===== config.mk =====
export PLATFORM = sky130hd
export DESIGN_NAME = elias_gamma_byte_encoder
export DESIGN_NICKNAME = d
export VERILOG_FILES = /design/src/hw/rtl/egbe_pkg.sv /design/src/hw/rtl/egbe_form.sv /design/src/hw/rtl/elias_gamma_byte_encoder.sv
export SDC_FILE = /design/constraint.sdc
export NUM_CORES = 1
export LEC_CHECK = 0
export ABC_AREA = 1
export ABC_CLOCK_PERIOD_IN_PS = 3500
export BUFFER_PORTS_ARGS = -buffer_cell sky130_fd_sc_hd__buf_2
export CAP_MARGIN = 25
export CORE_MARGIN = 2
export CORE_UTILIZATION = 40
export DETAILED_ROUTE_END_ITERATION = 8
export PLACE_DENSITY = 0.7
export SLEW_MARGIN = 40
export SYNTH_ARGS = -nofsm -noshare
export SYNTH_HDL_FRONTEND = slang
export SYNTH_SLANG_ARGS = --single-unit

===== constraint.sdc =====
create_clock -name clk -period 3.5 [get_ports clk]
set_clock_uncertainty 0.1 [all_clocks]
set_input_delay 1.05 -clock clk [delete_from_list [all_inputs] [get_ports clk]]
set_output_delay 1.05 -clock clk [all_outputs]
set_load 0.1 [all_outputs]

===== src/hw/rtl/egbe_pkg.sv =====
// Shared constants and types for the Elias gamma byte encoder.
// No dependencies; used by egbe_form and elias_gamma_byte_encoder.
`timescale 1ns / 1ps

package egbe_pkg;

    localparam int VALUE_WIDTH = 32;
    localparam int LOG_W       = $clog2(VALUE_WIDTH);
    localparam int CODE_W      = 2 * VALUE_WIDTH;
    localparam int SHIFT_W     = $clog2(CODE_W);
    localparam int BYTE_W      = 8;
    localparam int MAX_BYTES   = CODE_W / BYTE_W;
    localparam int CNT_W       = $clog2(MAX_BYTES + 1);

    // One value's code, left-aligned, with its byte count.
    typedef struct packed {
        logic [CODE_W-1:0] code;
        logic [CNT_W-1:0]  nbytes;
        logic              zero_err;
    } egbe_code_t;

endpackage


===== src/hw/rtl/egbe_form.sv =====
// Combinational formation of the left-aligned gamma code for one value.
// Depends on egbe_pkg.
`timescale 1ns / 1ps

module egbe_form
(
    input  logic [egbe_pkg::VALUE_WIDTH-1:0] value,
    output egbe_pkg::egbe_code_t             code
);

    logic [egbe_pkg::LOG_W-1:0]       lg;
    logic [egbe_pkg::VALUE_WIDTH-1:0] low_bits;
    logic [egbe_pkg::SHIFT_W-1:0]     shamt;
    logic [egbe_pkg::CODE_W-1:0]      ones;
    logic [egbe_pkg::LOG_W:0]         len_sum;

    // Position of the leading one; zero when only bit 0 (or nothing) is set.
    always_comb
    begin
        lg = '0;
        for (int i = 1; i < egbe_pkg::VALUE_WIDTH; i++)
        begin
            if (value[i])
            begin
                lg = egbe_pkg::LOG_W'(i);
            end
        end
    end

    assign low_bits = value & ~(egbe_pkg::VALUE_WIDTH'(1) << lg);
    // The low bits start just below the unary prefix and its zero separator.
    assign shamt    = egbe_pkg::SHIFT_W'(egbe_pkg::CODE_W - 1)
                      - egbe_pkg::SHIFT_W'({lg, 1'b0});
    assign ones     = ~({egbe_pkg::CODE_W{1'b1}} >> lg);
    // Bytes needed for 2L+1 bits is (L+4)/4 rounded down.
    assign len_sum  = {1'b0, lg} + (egbe_pkg::LOG_W + 1)'(4);

    always_comb
    begin
        if (value == '0)
        begin
            code.code     = '0;
            code.nbytes   = egbe_pkg::CNT_W'(1);
            code.zero_err = 1'b1;
        end
        else
        begin
            code.code     = ones
                            | ({{egbe_pkg::VALUE_WIDTH{1'b0}}, low_bits} << shamt);
            code.nbytes   = egbe_pkg::CNT_W'(len_sum >> 2);
            code.zero_err = 1'b0;
        end
    end

endmodule


===== src/hw/rtl/elias_gamma_byte_encoder.sv =====
// Elias gamma byte encoder: input register, code formation and byte shifter.
// The first byte beat is offered from the shifter after the value has passed the input register.
// One byte beat per cycle while out_ready is high; a value gives (floor(log2(v))+4)/4 bytes, 1 to 8
// (one for zero), set by the byte shifter, and values follow one another with no gap.
// rst_n is asynchronous and active low; it empties both stages.
// Depends on egbe_pkg and egbe_form.
`timescale 1ns / 1ps

module elias_gamma_byte_encoder
(
    input  logic                             clk,
    input  logic                             rst_n,
    input  logic                             in_valid,
    output logic                             in_ready,
    input  logic [egbe_pkg::VALUE_WIDTH-1:0] value,
    output logic                             out_valid,
    input  logic                             out_ready,
    output logic [egbe_pkg::BYTE_W-1:0]      code_byte,
    output logic                             last_byte,
    output logic                             zero_error
);

    logic                             hold_valid_reg;
    logic                             hold_valid_next;
    logic [egbe_pkg::VALUE_WIDTH-1:0] value_reg;
    logic [egbe_pkg::CODE_W-1:0]      code_shift_reg;
    logic [egbe_pkg::CODE_W-1:0]      code_shift_next;
    logic [egbe_pkg::CNT_W-1:0]       bytes_left_reg;
    logic [egbe_pkg::CNT_W-1:0]       bytes_left_next;
    logic                             zero_err_reg;
    logic                             zero_err_next;
    egbe_pkg::egbe_code_t             formed;
    logic                             out_fire;
    logic                             load_shift;

    egbe_form u_form
    (
        .value (value_reg),
        .code  (formed)
    );

    assign out_valid  = (bytes_left_reg != '0);
    assign out_fire   = out_valid && out_ready;
    assign last_byte  = (bytes_left_reg == egbe_pkg::CNT_W'(1));
    assign code_byte  = code_shift_reg[egbe_pkg::CODE_W-1 -: egbe_pkg::BYTE_W];
    assign zero_error = zero_err_reg;

    // The shifter takes a new code when empty or when its last byte leaves.
    assign load_shift = !out_valid || (out_fire && last_byte);
    assign in_ready   = !hold_valid_reg || load_shift;

    always_comb
    begin
        hold_valid_next = hold_valid_reg;
        code_shift_next = code_shift_reg;
        bytes_left_next = bytes_left_reg;
        zero_err_next   = zero_err_reg;
        if (in_ready)
        begin
            hold_valid_next = in_valid;
        end
        if (load_shift)
        begin
            code_shift_next = formed.code;
            zero_err_next   = formed.zero_err;
            bytes_left_next = hold_valid_reg ? formed.nbytes : '0;
        end
        else if (out_fire)
        begin
            code_shift_next = code_shift_reg << egbe_pkg::BYTE_W;
            bytes_left_next = bytes_left_reg - egbe_pkg::CNT_W'(1);
        end
    end

    always_ff @(posedge clk or negedge rst_n)
    begin
        if (!rst_n)
        begin
            hold_valid_reg <= 1'b0;
            bytes_left_reg <= '0;
        end
        else
        begin
            hold_valid_reg <= hold_valid_next;
            bytes_left_reg <= bytes_left_next;
        end
    end

    always_ff @(posedge clk)
    begin
        if (in_valid && in_ready)
        begin
            value_reg <= value;
        end
        code_shift_reg <= code_shift_next;
        zero_err_reg   <= zero_err_next;
    end

`ifndef SYNTHESIS
    a_count_range: assert property (@(posedge clk) disable iff (!rst_n)
        bytes_left_reg <= egbe_pkg::CNT_W'(egbe_pkg::MAX_BYTES))
        else $error("byte count beyond the longest code");

    a_zero_single: assert property (@(posedge clk) disable iff (!rst_n)
        (out_valid && zero_error) |-> (last_byte && code_byte == '0))
        else $error("zero value must give a single zero byte");

    a_run_continues: assert property (@(posedge clk) disable iff (!rst_n)
        (out_fire && !last_byte) |=> out_valid)
        else $error("code run broken before its last byte");

    a_hold_filled: assert property (@(posedge clk) disable iff (!rst_n)
        (in_valid && in_ready) |=> hold_valid_reg)
        else $error("accepted value lost from the input register");

    a_hold_drains: assert property (@(posedge clk) disable iff (!rst_n)
        (hold_valid_reg && load_shift && !(in_valid && in_ready)) |=> out_valid)
        else $error("held value not moved into the shifter");
`endif

endmodule

==> results.json, run 1 <==
{
  "final_cell_mix": "nand2_1, nand3_1, edfxtp_1",
  "worstPathRequired_ns": 3.52,
  "port_buffers": 47,
  "pwr-share-comb_pct": 48.3,
  "synth_top_area_cell": "edfxtp_1",
  "clk_latency_ns": 0.36,
  "final-max-slew-violation-count": 0,
  "cp_slowest_stage_delay_ns": 0.48,
  "yosysSeqAreaShare_pct": 45.4,
  "dr.pass1.iters": 6,
  "synth_cell_types": 37,
  "ant_nets": 0,
  "crit_path_end": "code_shift_reg[61]",
  "setup_viol": 0,
  "fin_cells": 1179,
  "drive_gt1_share_pct": 20.8,
  "vias_per_cell": 5.34,
  "cts_made_buffers": 9,
  "path_clk_slew_ns": 0.07,
  "p_seq_share_pct": 34.0,
  "powerDensity_mw_per_mm2": 794,
  "setup_tns_ns": 0,
  "max_freq_ghz": 0.290,
  "peakVddDrop_mv": 0.408,
  "max_slew_margin_pct": 45.7,
  "cts.sinks": 101,
  "dp_hpwl_mm": 15.4,
  "fin_crit_ns": 3.45,
  "ys_top_cells_by_area": "edfxtp_1, nand2_1, nand3_1",
  "power_mw": 6.34,
  "cts_max_path_buffers": 2,
  "rrSetupSlack_ns": 0.05,
  "core_area_mm2": 0.0164,
  "drt-wirelength-per-cell_um": 17.6,
  "grt_overflow_total": 0,
  "power_frac_clock_pct": 17.7,
  "fin_area_mm2": 0.00798,
  "die_y_um": 133,
  "worst_path_most_repeated_cell": "nand2_1",
  "synth_area_mm2": 0.00662,
  "wirelength_mm": 20.7,
  "worstMarginPinSlew_ns": 0.812,
  "hold_path_class": "in -> async",
  "place_congestion": 1.03,
  "cp-end-kind": "flip-flop",
  "fin_util_pct": 48.6,
  "holdWs_ns": 0.391,
  "synth.top_cell.area_share_pct": 43.5,
  "grt_pass1_vias": 5801,
  "finalHoldViolCount": 0,
  "track_usage_pct": 23.7,
  "placed_cell_area_mm2": 0.00738,
  "dp.cells": 1152,
  "synthToLayoutAreaGrowth_pct": 20.6,
  "dp_slack_ns": 0.0713,
  "h-tree-depth": 3,
  "p_leak_nw": 3.56,
  "initialDrtViolationCount": 813,
  "syn_inst": 872,
  "cp_max_fo": 6,
  "antenna_found_initial": 0,
  "startpoint": "value_reg[5]",
  "ys_warn_count": 0,
  "diodes": 0,
  "dr_total_vias": 6292,
  "ys_seq_elements": 101,
  "sw_frac_of_total_pct": 43.6,
  "die_area_mm2": 0.0176,
  "syn_nets": 914,
  "pin_count": 48,
  "cts_root_buf": "clkbuf_16",
  "die-width_um": 133,
  "r2r_start": "value_reg[5]",
  "rsz0062_at_grt": "yes",
  "nets": 996,
  "outcome": "finished, final reports clean",
  "slowest_stage": "edfxtp_1",
  "intPower_mw": 3.57,
  "r2r_cells": 36,
  "cts_tree": "yes",
  "worstSetupStartpointType": "flip-flop",
  "power_switching_mw": 2.77,
  "setup.worst_path.class": "reg -> reg",
  "fillers": 1605,
  "largest_reg_flops": 63,
  "drc": 0,
  "fin_crit_sh_pct": 98.6,
  "cp_data_arrival_time_ns": 3.47,
  "start_util_pct": 40.3,
  "drv_cap": 0,
  "avgSynthCellArea_um2": 7.59,
  "regToRegEndpoint": "code_shift_reg[61]",
  "final_common_cell": "nand2_1",
  "grt_pass1_wl_mm": 32.0,
  "grt_max_degree": 70,
  "setup_slack_ns": 0.0493,
  "rows": 47
}
-- routing by layer --
metal | GRT usage, % | up-vias | wire length, um | share of wire [%]
met2 | 35.7 | 262 | 9120 | 44
met1 | 33.3 | 2912 | 9340 | 45
met4 | 9.92 | 0 | 652 | 3.1
met5 | 0 | - | 0 | 0
met3 | 4.87 | 35 | 1590 | 7.7
li1 | - | 3083 | - | -
-- power by group through the flow --
stage | registers (mW) | logic [mW] | clock network [mW]
6_report | 2.15 | 3.06 | 1.12
5_1_grt | 2.20 | 3.35 | 1.18
4_1_cts | 2.16 | 2.88 | 1.14
3_5_place_dp | 2.17 | 2.87 | 0
3_3_place_gp | 2.16 | 2.84 | 0
2_1_floorplan | 2.13 | 2.14 | 0
-- how the worst min path moves through the flow --
| stage | startpoint | cells after the start | endpoint |
|---|---|---|---|
| 2_1_floorplan | code_shift_reg[34] | 2 | code_shift_reg[42] |
| 3_3_place_gp | code_shift_reg[42] | 2 | code_shift_reg[50] |
| 3_5_place_dp | code_shift_reg[10] | 2 | code_shift_reg[18] |
| 4_1_cts | rst_n | 1 | hold_valid_reg |
| 5_1_grt | rst_n | 1 | bytes_left_reg[1] |
| 6_report | rst_n | 1 | hold_valid_reg |
-- logic make-up (layout without fill, tap and decap cells) --
family,after synthesis,count (layout),share of synthesized area (%)
flip-flops,101,101,45.4
buffers and inverters,132,219,9.15
AND/OR/NAND/NOR,535,535,34.6
adder cells (fa/ha/maj),6,6,1.13
AO/OA/AOI/OAI,97,97,9.56
XOR/XNOR,1,1,0.132
-- cells in the mapped netlist, drive strengths merged --
cell type and number:
nand2 304, nand3 148, edfxtp 96, inv 83
nor2 60, o21ai 52, buf 35, o211ai 21
clkbuf 14, nand4 12, a21oi 9, nor3 7
ha 6, a31oi 5, dfrtp 5, or2 4
a22o 3, a21boi 2, a22oi 2, o311ai 2
o21bai 1, xor2 1
-- cell type report --
class	instances	area [um^2]	area share (%)
repair buffers	120	886	11.1
flip-flops and latches	101	3010	37.7
clock inverters	4	80.1	1.00
inverters	83	312	3.90
multi-input cells	639	3170	39.8
clock buffers	12	246	3.09
well taps	220	275	3.45
-- repair_timing --
item	in CTS	in global routing
resized for setup	0	44
hold buffers	0	0
setup buffers	0	9
endpoints found under the setup margin	0	57
-- critical path, delay by kind of cell (launching register included) --
kind,cells,cell delay [ns]
and+or+nand+nor,35,2.56
buffers and inverters,1,0.09
DFF,1,0.48
No activity file was read; power rests on OpenSTA's default activity.
==> inputs of run 2 (changes only) <==
--- a/config.mk
+++ b/config.mk
@@ -10,9 +10,9 @@
 export BUFFER_PORTS_ARGS = -buffer_cell sky130_fd_sc_hd__buf_2
 export CAP_MARGIN = 25
 export CORE_MARGIN = 2
-export CORE_UTILIZATION = 40
+export CORE_UTILIZATION = 55
 export DETAILED_ROUTE_END_ITERATION = 8
-export PLACE_DENSITY = 0.7
+export PLACE_DENSITY = 0.88
 export SLEW_MARGIN = 40
 export SYNTH_ARGS = -nofsm -noshare
 export SYNTH_HDL_FRONTEND = slang
==> run 2 against run 1 <==
  * Global-route usage increased by 7.2 points
  * Power about the same
  * Flip-flop and latch count unchanged
  * Critical endpoint is now code_shift_reg[57]
  * Worst hold slack improved by 0.0011 ns
  * Largest cell class unchanged
  * Cell count decreased by 6.4%
  * Routed wire length decreased by 2.0%
  * Via count increased by 5.3%
  * Maximum frequency decreased by 0.85%
  * Sequential power about the same
==> results.json, run 2 (synthesis results as in run 1) <==
{
  "die_y_um": 114,
  "cts_max_path_buffers": 2,
  "setup_slack_ns": 0.0199,
  "clk_latency_ns": 0.36,
  "setup.worst_path.class": "reg -> reg",
  "powerDensity_mw_per_mm2": 782,
  "final-max-slew-violation-count": 0,
  "fin_cells": 1104,
  "p_leak_nw": 3.61,
  "dr_total_vias": 6624,
  "drt-wirelength-per-cell_um": 18.4,
  "outcome": "finished, final reports clean",
  "cp_slowest_stage_delay_ns": 0.45,
  "track_usage_pct": 30.9,
  "drive_gt1_share_pct": 26.0,
  "drv_cap": 0,
  "grt_busiest_layer": "met2",
  "groute.layer.met2.usage_pct": 46.2,
  "grt_max_degree": 35,
  "final_common_cell": "nand2_1",
  "ant_nets": 0,
  "drc": 0,
  "cp_data_arrival_time_ns": 3.50,
  "path_buf_inv": 0,
  "nets": 994,
  "antenna_found_initial": 0,
  "fin_crit_sh_pct": 99.4,
  "setup_viol": 0,
  "cts_tree": "yes",
  "dp_hpwl_mm": 14.4,
  "dr.pass1.iters": 5,
  "path_clk_slew_ns": 0.07,
  "path_delay_family": "simple AND/OR/NAND/NOR gates",
  "worstMarginPinSlew_ns": 0.671,
  "grt_use_met3_pct": 5.37,
  "pin_count": 48,
  "port_buffers": 47,
  "peakVddDrop_mv": 0.374,
  "place_congestion": 1.08,
  "rrSetupSlack_ns": 0.02,
  "rows": 40,
  "cts_made_buffers": 9,
  "placed_cell_area_mm2": 0.00718,
  "grt_pass1_wl_mm": 30.7,
  "dp_slack_ns": 0.0681,
  "h-tree-depth": 3,
  "cts_root_buf": "clkbuf_16",
  "cp_max_fo": 6,
  "grt_pass1_vias": 5860,
  "die-width_um": 114,
  "fin_crit_ns": 3.48,
  "rsz0062_at_grt": "yes",
  "max_freq_ghz": 0.287,
  "slowest_stage": "edfxtp_1",
  "worst_path_most_repeated_cell": "nand2_1",
  "worstSetupStartpointType": "flip-flop",
  "worstPathRequired_ns": 3.52,
  "wirelength_mm": 20.3,
  "start_util_pct": 55.8,
  "synthToLayoutAreaGrowth_pct": 22.4,
  "power_mw": 6.34,
  "max_slew_margin_pct": 55.2,
  "vias_per_cell": 6.00,
  "cts.sinks": 101,
  "hold_path_class": "in -> async",
  "grt_use_met1_pct": 43.5,
  "initialDrtViolationCount": 824,
  "largest_reg_flops": 63,
  "grt_overflow_total": 0,
  "core_area_mm2": 0.0119,
  "cp-end-kind": "flip-flop",
  "die_area_mm2": 0.0129,
  "ctsHoldBuffers": 0,
  "finalHoldViolCount": 0,
  "diodes": 0,
  "fin_area_mm2": 0.00810,
  "final_cell_mix": "nand2_1, nand3_1, edfxtp_1",
  "dp.cells": 1068
}
-- run 2: where the power goes --
group          switching [mW]  internal, mW  leakage, nW
registers               0.174          1.97        0.989
logic                    2.22         0.994         2.48
clock network           0.428         0.554        0.137
total                    2.82          3.52         3.61
-- run 2: worst paths after layout --
kind | start | to | cells after the start
min in group clk | code_shift_reg[32] | code_shift_reg[40] | 2
max in group asynchronous | rst_n | hold_valid_reg | 1
setup / recovery | value_reg[1] | code_shift_reg[57] | 38
setup reg to reg | value_reg[1] | code_shift_reg[57] | 38
hold / removal | rst_n | bytes_left_reg[3] | 1
hold reg to reg | code_shift_reg[32] | code_shift_reg[40] | 2
-- run 2: routing by layer --
metal / share of wire [%] / vias up
met2: 43 / 409
met4: 6.1 / 0
met3: 10 / 109
li1: - / 3092
met5: 0 / -
met1: 40 / 3014
-- run 2: stage by stage --
| stage | hold WS, ns | TNS [ns] | utilization, % |
|---|---|---|---|
| final | 0.392 | 0 | 68.3 |
| after global routing | 0.396 | -17.41 | 68.3 |
| after CTS | 0.390 | 0 | 63.0 |
| after detailed placement | 0.405 | 0 | 60.5 |
| after global placement | 0.400 | 0 | 60.5 |
| after floorplan | 0.394 | 0 | - |
-- run 2: cell type report --
type	instances	area, um^2
fill	972	3760
multi-input combinational	639	3440
sequential	101	3010
timing repair buffer	118	877
inverter	83	312
clock buffer	12	236
tap	147	184
clock inverter	4	51.3
-- run 2: repair_timing --
action                                  CTS  global route
endpoints found under the setup margin    0            58
buffers inserted                          0            17
gates resized for setup                   0           113
==> inputs of run 3 (changes only) <==
--- a/config.mk
+++ b/config.mk
@@ -13,6 +13,7 @@
 export CORE_UTILIZATION = 55
 export DETAILED_ROUTE_END_ITERATION = 8
 export PLACE_DENSITY = 0.88
+export RECOVER_POWER = 25
 export SLEW_MARGIN = 40
 export SYNTH_ARGS = -nofsm -noshare
 export SYNTH_HDL_FRONTEND = slang
==> run 3 against run 2 <==
  * Worst hold slack better by 0.020 ns
  * Register-to-register slack hardly changed
  * Global-route usage stayed put
  * Sequential power hardly changed
  * Flip-flop and latch count stayed put
  * Critical path depth stayed put
  * Critical path type unchanged
  * Highest routed layer unchanged
==> results.json, run 3 (synthesis results as in run 1) <==
{
  "worstPathRequired_ns": 3.52,
  "max_freq_ghz": 0.287,
  "min_from": "code_shift_reg[32]",
  "powerDensity_mw_per_mm2": 782,
  "outcome": "finished, final reports clean",
  "p_leak_nw": 3.60,
  "cts.sinks": 101,
  "grt_max_degree": 35,
  "cp_slowest_stage_delay_ns": 0.45,
  "final_cell_mix": "nand2_1, nand3_1, edfxtp_1",
  "fin_crit_sh_pct": 99.5,
  "drv_cap": 0,
  "cp_max_fo": 6,
  "pin_count": 48,
  "initialDrtViolationCount": 830,
  "drc": 0,
  "drive_gt1_share_pct": 25.8,
  "dp_hpwl_mm": 14.4,
  "h-tree-depth": 3,
  "regArea_mm2": 0.00301,
  "rsz0062_at_grt": "yes",
  "fin_crit_ns": 3.48,
  "slowest_stage": "edfxtp_1",
  "rows": 40,
  "place_congestion": 1.08,
  "cp-end-kind": "flip-flop",
  "finalHoldViolCount": 0,
  "die_y_um": 114,
  "final-max-slew-violation-count": 0,
  "antenna_found_initial": 0,
  "fin_cells": 1104,
  "setup.worst_path.class": "reg -> reg",
  "ctsHoldBuffers": 0,
  "clk_latency_ns": 0.36,
  "grt_overflow_total": 0,
  "grt_pass1_wl_mm": 30.7,
  "setup_viol": 0,
  "port_buffers": 47,
  "final_common_cell": "nand2_1",
  "holdWs_ns": 0.412,
  "worst_hold_path.num_cells": 2,
  "grt_pass1_vias": 5860,
  "cts_tree": "yes",
  "ant_nets": 0,
  "die_area_mm2": 0.0129,
  "multi_input_area_mm2": 0.00343,
  "synthToLayoutAreaGrowth_pct": 22.4,
  "regToRegEndpoint": "code_shift_reg[57]",
  "die-width_um": 114,
  "fillers": 974,
  "track_usage_pct": 30.9,
  "worstMarginPinSlew_ns": 0.671,
  "drt-wirelength-per-cell_um": 18.4,
  "path_clk_slew_ns": 0.07,
  "r2r_start": "value_reg[1]",
  "cp_data_arrival_time_ns": 3.50,
  "worstSetupStartpointType": "flip-flop",
  "cts_made_buffers": 9,
  "worst_path_most_repeated_cell": "nand2_1",
  "wirelength_mm": 20.3,
  "nets": 994,
  "max_slew_margin_pct": 55.2,
  "cts_max_path_buffers": 2,
  "r2r_cells": 38,
  "dp.cells": 1068,
  "dr.pass1.iters": 7,
  "peakVddDrop_mv": 0.374,
  "cts_root_buf": "clkbuf_16",
  "dr_total_vias": 6616,
  "vias_per_cell": 5.99,
  "rrSetupSlack_ns": 0.02,
  "core_area_mm2": 0.0119,
  "hold_path_class": "reg -> reg",
  "start_util_pct": 55.8,
  "largest_reg_flops": 63,
  "worstHoldEndpoint": "code_shift_reg[40]",
  "diodes": 0
}
==> run 3: cell types whose count changed in the layout (fill, tap and decap cells not counted) <==
| cell | previous run | this run |
|---|---|---|
| buf_2 | 46 | 45 |
| clkbuf_1 | 3 | 4 |
| nor2_1 | 53 | 54 |
| nor2_2 | 5 | 4 |
==> run 3: cell type report <==
cell class	count	share of cell area, %
clock buffer	12	2.92
clock inverter	4	0.633
sequential	101	37.1
timing repair buffer	118	10.8
multi-input combinational	639	42.4
tap	147	2.27
inverter	83	3.85
==> run 3: worst max-delay path by stage <==
stage,from,endpoint,slack (ns),cells after the start
after floorplan,bytes_left_reg[1],in_ready,0.12,9
after global routing,value_reg[1],code_shift_reg[59],-0.42,38
after CTS,value_reg[2],code_shift_reg[33],0.05,40
after global placement,value_reg[2],code_shift_reg[58],0.09,39
final,value_reg[1],code_shift_reg[57],0.02,38
after detailed placement,value_reg[2],code_shift_reg[33],0.07,40
==> run 3: report_power, final <==
| part | total, mW | switching, mW | internal, mW |
|---|---|---|---|
| registers | 2.14 | 0.175 | 1.97 |
| clock network | 0.986 | 0.431 | 0.555 |
| logic | 3.21 | 2.22 | 0.993 |
==> run 3: critical path: cells and delay by family (launching register included) <==
kind / cells / cell delay (ns)
DFF: 1 / 0.45
and+or+nand+nor: 38 / 2.67
==> run 3: routing by layer <==
layer | part of all wire, % | global-route usage (%) | vias up
met1 | 41 | 43.5 | 3013
met4 | 6.0 | 15.7 | 0
li1 | - | - | 3093
met3 | 9.6 | 5.37 | 98
met5 | 0 | 0 | -
met2 | 43 | 46.2 | 412
==> run 3: timing repair <==
action / in CTS / in global routing
setup buffers: 0 / 17
setup endpoints to repair: 0 / 58
resized for setup: 0 / 113
==> run 3: through the flow <==
step	utilization (%)	instance area (um^2)	power, mW	setup WS, ns	setup TNS [ns]
2_1_floorplan	-	6630	4.27	0.116	0
3_3_place_gp	60.5	7180	4.90	0.0928	0
3_5_place_dp	60.5	7180	4.96	0.0681	0
4_1_cts	63.0	7470	5.95	0.0472	0
5_1_grt	68.3	8100	6.67	-0.421	-17.41
6_report	68.3	8100	6.34	0.0185	0
